**src/design/rotation_matrix_to_quaternion_unit_macros.svh**
```systemverilog
// Assertion macros for the rotation matrix to quaternion unit.
// Standalone header; taken in by the top level with an include.
`ifndef ROTATION_MATRIX_TO_QUATERNION_UNIT_MACROS_SVH
`define ROTATION_MATRIX_TO_QUATERNION_UNIT_MACROS_SVH
`ifndef SYNTHESIS
// same-cycle implication, disabled during reset
`define RMQ_ASSERT_IMP(label, clk, rst_n, ante, cons) \
  label: assert property (@(posedge clk) disable iff (!(rst_n)) (ante) |-> (cons)) \
    else $error("rmq: implication check failed");
// next-cycle implication, disabled during reset
`define RMQ_ASSERT_NXT(label, clk, rst_n, ante, cons) \
  label: assert property (@(posedge clk) disable iff (!(rst_n)) (ante) |=> (cons)) \
    else $error("rmq: next-cycle check failed");
`else
`define RMQ_ASSERT_IMP(label, clk, rst_n, ante, cons)
`define RMQ_ASSERT_NXT(label, clk, rst_n, ante, cons)
`endif
`endif

```
**src/design/rmq_pkg.sv**
```systemverilog
// Shared constants for the rotation matrix to quaternion unit.
// No dependencies.
package rmq_pkg;

  localparam int unsigned WORD_BITS_DEF = 16;
  localparam int unsigned NUM_LANES     = 4;

  // lane order: quaternion components
  localparam int unsigned LANE_W = 0;
  localparam int unsigned LANE_X = 1;
  localparam int unsigned LANE_Y = 2;
  localparam int unsigned LANE_Z = 3;

endpackage

```
**src/design/rotation_matrix_to_quaternion_unit.sv**
```systemverilog
// Rotation matrix to quaternion unit, top level.
// Depends on rmq_pkg and rotation_matrix_to_quaternion_unit_macros.svh.
//
// Usage
//   Input channel (in_valid_i / in_ready_o) carries one item: the nine matrix
//   entries r_*_i in signed Q2.(WORD_BITS-2). Output channel (out_valid_o /
//   out_ready_i) returns one item per input item: q_w_o (unsigned, never
//   negative) and signed q_x_o, q_y_o, q_z_o in the same format, in order.
//   Pipeline: one stage forms the four diagonal sums and the off-diagonal
//   signs, WORD_BITS-1 stages each settle one bit of the four square roots
//   side by side, and a last stage applies the signs. Throughput is one
//   item per cycle while the receiver keeps up (out_ready_i high).
//   Reset (rst_ni low, asynchronous) empties the pipeline; nothing is stored
//   beyond the items in flight.
//   Stall: when out_ready_i is low the output item holds; earlier stages keep
//   moving into empty slots, so bubbles are squeezed out, and in_ready_o drops
//   only once every stage holds an item. No item is lost or repeated.
//   in_ready_o depends combinationally on out_ready_i through the stage chain.
module rotation_matrix_to_quaternion_unit #(
  parameter int unsigned WORD_BITS = rmq_pkg::WORD_BITS_DEF
) (
  input  logic                        clk_i,
  input  logic                        rst_ni,
  input  logic                        in_valid_i,
  output logic                        in_ready_o,
  input  logic signed [WORD_BITS-1:0] r_xx_i,
  input  logic signed [WORD_BITS-1:0] r_xy_i,
  input  logic signed [WORD_BITS-1:0] r_xz_i,
  input  logic signed [WORD_BITS-1:0] r_yx_i,
  input  logic signed [WORD_BITS-1:0] r_yy_i,
  input  logic signed [WORD_BITS-1:0] r_yz_i,
  input  logic signed [WORD_BITS-1:0] r_zx_i,
  input  logic signed [WORD_BITS-1:0] r_zy_i,
  input  logic signed [WORD_BITS-1:0] r_zz_i,
  output logic                        out_valid_o,
  input  logic                        out_ready_i,
  output logic        [WORD_BITS-2:0] q_w_o,
  output logic signed [WORD_BITS-1:0] q_x_o,
  output logic signed [WORD_BITS-1:0] q_y_o,
  output logic signed [WORD_BITS-1:0] q_z_o
);

  import rmq_pkg::*;

  `include "rotation_matrix_to_quaternion_unit_macros.svh"

  // widths
  localparam int unsigned SW  = WORD_BITS + 2;      // signed diagonal sum
  localparam int unsigned RTW = WORD_BITS - 1;      // root bits
  localparam int unsigned RB  = 2 * RTW;            // radicand bits
  localparam int unsigned RMW = WORD_BITS + 1;      // partial remainder
  localparam int unsigned NQ  = RTW;                // root stages
  localparam int unsigned NS  = NQ + 2;             // all stages
  localparam int unsigned SH  = WORD_BITS - 4;      // radicand = sum << (FRAC-2)

  localparam logic signed [SW-1:0] ONE_C = {{(SW-1){1'b0}}, 1'b1} << (WORD_BITS - 2);

  // one digit of the restoring square root
  function automatic logic [RMW+RTW-1:0] sq_step(input logic [RMW-1:0] rem,
                                                 input logic [RTW-1:0] root,
                                                 input logic [1:0]     pair);
    logic [RMW-1:0] cand;
    logic [RMW-1:0] trial;
    begin
      cand  = {rem[RMW-3:0], pair};
      trial = {root, 2'b01};
      if (cand >= trial) begin
        sq_step = {cand - trial, root[RTW-2:0], 1'b1};
      end else begin
        sq_step = {cand, root[RTW-2:0], 1'b0};
      end
    end
  endfunction

  // clamp a negative sum to zero, scale into radicand
  function automatic logic [RB-1:0] to_rad(input logic signed [SW-1:0] s);
    logic [RB-1:0] mag;
    begin
      mag = {{(RB-RMW){1'b0}}, s[RMW-1:0]};
      to_rad = s[SW-1] ? '0 : (mag << SH);
    end
  endfunction

  // stage valids and the load chain
  logic [NS-1:0] v_q;
  logic [NS-1:0] ld;

  always_comb begin
    ld[NS-1] = !v_q[NS-1] || out_ready_i;
    for (int k = NS - 2; k >= 0; k--) begin
      ld[k] = !v_q[k] || ld[k+1];
    end
  end

  assign in_ready_o  = ld[0];
  assign out_valid_o = v_q[NS-1];

  always_ff @(posedge clk_i or negedge rst_ni) begin
    if (!rst_ni) begin
      v_q <= '0;
    end else begin
      if (ld[0]) begin
        v_q[0] <= in_valid_i;
      end
      for (int k = 1; k < NS; k++) begin
        if (ld[k]) begin
          v_q[k] <= v_q[k-1];
        end
      end
    end
  end

  // root pipeline payload, positions 0..NQ
  logic [RB-1:0]  rad_q  [NQ+1][NUM_LANES];
  logic [RMW-1:0] rem_q  [NQ+1][NUM_LANES];
  logic [RTW-1:0] root_q [NQ+1][NUM_LANES];
  logic [2:0]     neg_q  [NQ+1];   // signs of x, y, z

  // stage 0: diagonal sums and sign differences
  logic signed [SW-1:0]      xx_s, yy_s, zz_s;
  logic signed [SW-1:0]      sum_w, sum_x, sum_y, sum_z;
  logic signed [WORD_BITS:0] dif_x, dif_y, dif_z;

  always_comb begin
    xx_s  = {{2{r_xx_i[WORD_BITS-1]}}, r_xx_i};
    yy_s  = {{2{r_yy_i[WORD_BITS-1]}}, r_yy_i};
    zz_s  = {{2{r_zz_i[WORD_BITS-1]}}, r_zz_i};
    sum_w = ONE_C + xx_s + yy_s + zz_s;
    sum_x = ONE_C + xx_s - yy_s - zz_s;
    sum_y = ONE_C - xx_s + yy_s - zz_s;
    sum_z = ONE_C - xx_s - yy_s + zz_s;
    dif_x = {r_zy_i[WORD_BITS-1], r_zy_i} - {r_yz_i[WORD_BITS-1], r_yz_i};
    dif_y = {r_xz_i[WORD_BITS-1], r_xz_i} - {r_zx_i[WORD_BITS-1], r_zx_i};
    dif_z = {r_yx_i[WORD_BITS-1], r_yx_i} - {r_xy_i[WORD_BITS-1], r_xy_i};
  end

  always_ff @(posedge clk_i) begin
    if (ld[0]) begin
      rad_q[0][LANE_W] <= to_rad(sum_w);
      rad_q[0][LANE_X] <= to_rad(sum_x);
      rad_q[0][LANE_Y] <= to_rad(sum_y);
      rad_q[0][LANE_Z] <= to_rad(sum_z);
      for (int l = 0; l < NUM_LANES; l++) begin
        rem_q[0][l]  <= '0;
        root_q[0][l] <= '0;
      end
      neg_q[0] <= {dif_z[WORD_BITS], dif_y[WORD_BITS], dif_x[WORD_BITS]};
    end
  end

  // stages 1..NQ: one root bit per stage, four lanes side by side
  for (genvar k = 1; k <= NQ; k++) begin : g_root
    always_ff @(posedge clk_i) begin
      if (ld[k]) begin
        for (int l = 0; l < NUM_LANES; l++) begin
          {rem_q[k][l], root_q[k][l]} <= sq_step(rem_q[k-1][l], root_q[k-1][l],
                                                 rad_q[k-1][l][RB-1:RB-2]);
          rad_q[k][l] <= rad_q[k-1][l] << 2;
        end
        neg_q[k] <= neg_q[k-1];
      end
    end
  end

  // output stage: apply signs
  logic [WORD_BITS-1:0] mag_x, mag_y, mag_z;

  assign mag_x = {1'b0, root_q[NQ][LANE_X]};
  assign mag_y = {1'b0, root_q[NQ][LANE_Y]};
  assign mag_z = {1'b0, root_q[NQ][LANE_Z]};

  always_ff @(posedge clk_i) begin
    if (ld[NS-1]) begin
      q_w_o <= root_q[NQ][LANE_W];
      q_x_o <= neg_q[NQ][0] ? (~mag_x + {{(WORD_BITS-1){1'b0}}, 1'b1}) : mag_x;
      q_y_o <= neg_q[NQ][1] ? (~mag_y + {{(WORD_BITS-1){1'b0}}, 1'b1}) : mag_y;
      q_z_o <= neg_q[NQ][2] ? (~mag_z + {{(WORD_BITS-1){1'b0}}, 1'b1}) : mag_z;
    end
  end

  // checks
  // an empty output slot must let the input side through
  `RMQ_ASSERT_IMP(a_empty_out_ready, clk_i, rst_ni, !out_valid_o, in_ready_o)
  // the input only backs up when the pipe is full and the receiver stalls
  `RMQ_ASSERT_IMP(a_stall_cause, clk_i, rst_ni, !in_ready_o, out_valid_o && !out_ready_i && (&v_q))
  // a taken item in the slot before the output always lands in the output
  `RMQ_ASSERT_NXT(a_advance, clk_i, rst_ni, v_q[NS-2] && ld[NS-1], out_valid_o)

endmodule

```
**config.mk**
```make
export PLATFORM = sky130hd
export DESIGN_NAME = rotation_matrix_to_quaternion_unit
export DESIGN_NICKNAME = d
export VERILOG_FILES = /design/src/design/rmq_pkg.sv /design/src/design/rotation_matrix_to_quaternion_unit.sv
export VERILOG_INCLUDE_DIRS = /design/src /design/src/design
export SDC_FILE = /design/constraint.sdc
export NUM_CORES = 2
export LEC_CHECK = 0
export BUFFER_PORTS_ARGS = -buffer_cell sky130_fd_sc_hd__buf_2
export CAP_MARGIN = 20
export CORE_MARGIN = 2
export CORE_UTILIZATION = 45
export DETAILED_ROUTE_END_ITERATION = 7
export GPL_TIMING_DRIVEN = 0
export HOLD_SLACK_MARGIN = 0.15
export PLACE_DENSITY = 0.7
export SETUP_SLACK_MARGIN = 0.4
export SYNTH_ARGS = -nofsm -noshare
export SYNTH_HDL_FRONTEND = slang
export SYNTH_SLANG_ARGS = --single-unit
```
**constraint.sdc**
```tcl
create_clock -name clk_i -period 13.6 [get_ports clk_i]
set_input_delay 0 -clock clk_i [delete_from_list [all_inputs] [get_ports clk_i]]
set_output_delay 0 -clock clk_i [all_outputs]
set_load 0.005 [all_outputs]
```
==> reports/metrics.yaml <==
run_status:
  status: "finished, final reports clean"
grt:
  grt_usage_pct: 14.9
  grt_max_degree: 83
  antenna_found_initial: 5
  globalRouteOverflowTotal: 0
  grt_pass1_vias: 53289
  grt_pass1_wl_um: 249000
synthesis:
  ys.flop_type: "edfxtp_1"
  ys_ff_latch: 1712
  synth_top_area_share_pct: 58.0
  synth_edf_count: 1695
  syn_area_mm2: 0.0877
  yosys.area_share.simple_pct: 9.35
  synthTopCellsByArea: "edfxtp_1 58%, ha_1 8.8%, inv_1 3.2%"
  synthMuxAreaShare_pct: 2.25
  synthArstFlopShare_pct: 0.993
  syn_inst: 6996
  syn_area_per_cell_um2: 12.5
  synth_compound_area_share_pct: 9.81
  synth_top_area_cell: "edfxtp_1"
  synthAdderAreaFrac_pct: 10.8
  ys_warn_count: 0
  synth_top_family_by_area: "adder cells"
  synth_cell_types: 80
  synth_xor_area_share_pct: 5.70
  yosysSeqAreaShare_pct: 58.5
die:
  die_area_mm2: 0.198
  rows: 162
  io_pins: 213
  die_width_um: 446
  start_util_pct: 45.1
  core_mm2: 0.194
  die_y_um: 446
placement:
  dp_hpwl_um: 110000
  dp_slack_ns: 8.40
  numPortBuffers: 212
  gp_congestion: 0.875
drt:
  wire_per_inst_um: 14.3
  via_per_inst: 5.13
  dr_total_vias: 52465
  drt_iter0_markers: 2952
  drc: 0
  antenna_left: 0
  wirelength_um: 146000
  first_pass_iters: 5
clock_tree:
  cts_root_buffer: "clkbuf_16"
  clk_pin_slew_worst_paths_ns: 0.06
  cts_made_buffers: 173
  cts_sinks: 1712
  cts_resized: 0
  worstSkewPairLatency_ns: 0.80
  clock_path_buffers: 3
  cts_tree: "built"
  htreeDepth: 4
timing:
  fin_crit_ns: 5.50
  whs_ns: 0.224
  slew_violations: 0
  setup-violations-final: 0
  fmax_mhz: 182
  finalHoldViolCount: 0
  skew_ns: 0.0232
  worst_pin_slew_ns: 0.918
  slew_headroom_pct: 38.0
  setup_ws_ns: 8.10
  min_period_over_period_pct: 40.4
  grt_setup_unrepaired: "false"
  setup-tns-final_ns: 0
power:
  power.density_mw_per_mm2: 213
  p_leak_nw: 41.0
  finalPower_w: 0.0212
  irDropWorstVdd_v: 0.000118
cells_and_area:
  layout_commonest_cell: "edfxtp_1"
  syn_to_final_growth_pct: 13.6
  fin_util_pct: 51.3
  layout-drive-gt1-share_pct: 9.47
  nFillCells: 15894
  final_cell_mix: "1695 x edfxtp_1, 738 x inv_1, 616 x ha_1"
  nets: 8382
setup_path:
  ff2ff_setup_slack_ns: 8.45
  rr_worst_depth: 10
  start_kind: "flip-flop"
  cp.required_ns: 13.60
  worstPathArrival_ns: 5.50
  criticalPathCategory: "reg2out"
  critPathMaxFanout: 30
  reg2reg_to: "rem_q[912]"
  worstSetupEndpointType: "output pin"
  r2r-start: "v_q[16]"
job:
  maxCapViolations: 0
hold_path:
  min_path_type: "in2async"
layout make-up:
type                            instances  area, um^2  area share (%)
Sequential cell                      1712       51300            51.5
Multi-Input combinational cell       4462       33400            33.5
Clock buffer                          219        4610            4.63
Tap cell                             2542        3180            3.19
Timing Repair Buffer                  355        2810            2.82
Inverter                              746        2810            2.82
Clock inverter                        102        1220            1.23
Buffer                                 79         313           0.314
Antenna cell                            4        10.0          0.0100
flip-flops by register name, summed over array words and instances (netlist names):
signal	flops
rem_q	748
root_q	435
rad_q	356
neg_q	48
v_q	17
q_x_o	16
q_y_o	16
q_z_o	16
mag_x	15
mag_y	15
mag_z	15
q_w_o	15
logic make-up after synthesis:
logic type	Yosys count
other	1
DFF	1712
AOI/OAI and AO/OA	1350
buffers and inverters	825
xor gates and xnor gates	571
and+or+nand+nor	1653
adders and majority gates	705
muxes	179
worst max path at each step:
stage,start,endpoint,slack (ns),cells after the start
finish,v_q[16],in_ready_o,8.10,10
global route,v_q[16],in_ready_o,7.59,10
CTS,v_q[16],in_ready_o,7.93,10
detailed placement,v_q[16],rem_q[912],8.40,10
global placement,v_q[16],rem_q[674],-0.22,7
floorplan,v_q[16],neg_q[0][18],3.25,7
metrics by stage:
| step | cells | area, um^2 |
|---|---|---|
| global placement | 9753 | 92000 |
| CTS | 10216 | 99700 |
| detailed placement | 9776 | 92600 |
| finish | 10221 | 99700 |
| global route | 10221 | 99700 |
| floorplan | 6999 | 87700 |
per-layer routing:
metal | GRT usage [%] | part of all wire [%] | wire (um)
met1 | 18.2 | 44 | 63800
met4 | 5.18 | 2.9 | 4300
met3 | 2.34 | 3.3 | 4850
met2 | 26.7 | 50 | 73400
met5 | 0 | 0 | 0
worst max-delay path, cell delays in order (launching register included):
cell,delay (ns)
dfrtp_1,0.35
nand2b_2,0.32
nor2_1,0.54
inv_2,0.32
nor2_1,0.77
nand2_4,0.42
nor4_1,0.64
clkdlybuf4s18_2,0.35
and3_1,0.36
nand3_4,0.34
buf_2,0.26
power breakdown:
part | internal [W] | leakage, nW | switching [W]
registers | 0.00861 | 17.0 | 0.00110
clock network | 0.00287 | 2.84 | 0.00192
logic | 0.00316 | 21.2 | 0.00358
Yosys cell counts, types with 13 or more instances:
cell type  count
o21ai_0      337
or2_2         27
and2_1        18
or4_1         42
nor2_1       474
clkbuf_1      65
o211ai_1      13
mux2i_1       30
a21o_1       135
xnor2_1      317
nand2b_1      72
a21boi_0      30
and3_1        39
fa_1          89
edfxtp_1    1695
ha_1         616
nand2_1      353
nor3b_1       20
nand4_1       45
nor2b_1       88
nor4_1        75
o31ai_1       53
o31a_1        13
mux2_2       149
o22ai_1       18
a211o_1       18
nand3_1       77
inv_1        743
o41ai_1       14
nor3_1       202
a31oi_1       17
xor2_1       254
o21a_1       173
a211oi_1      49
dfrtp_1       17
nand3b_1      18
o21bai_1      50
or3_1         47
a21oi_1      353
nand4b_1      13
what timing repair did:
item                      4_1_cts  5_1_grt
hold endpoints to repair      102        0
setup buffers                   0        0
hold buffers                  119        0
(Power assumes the default switching activity.)
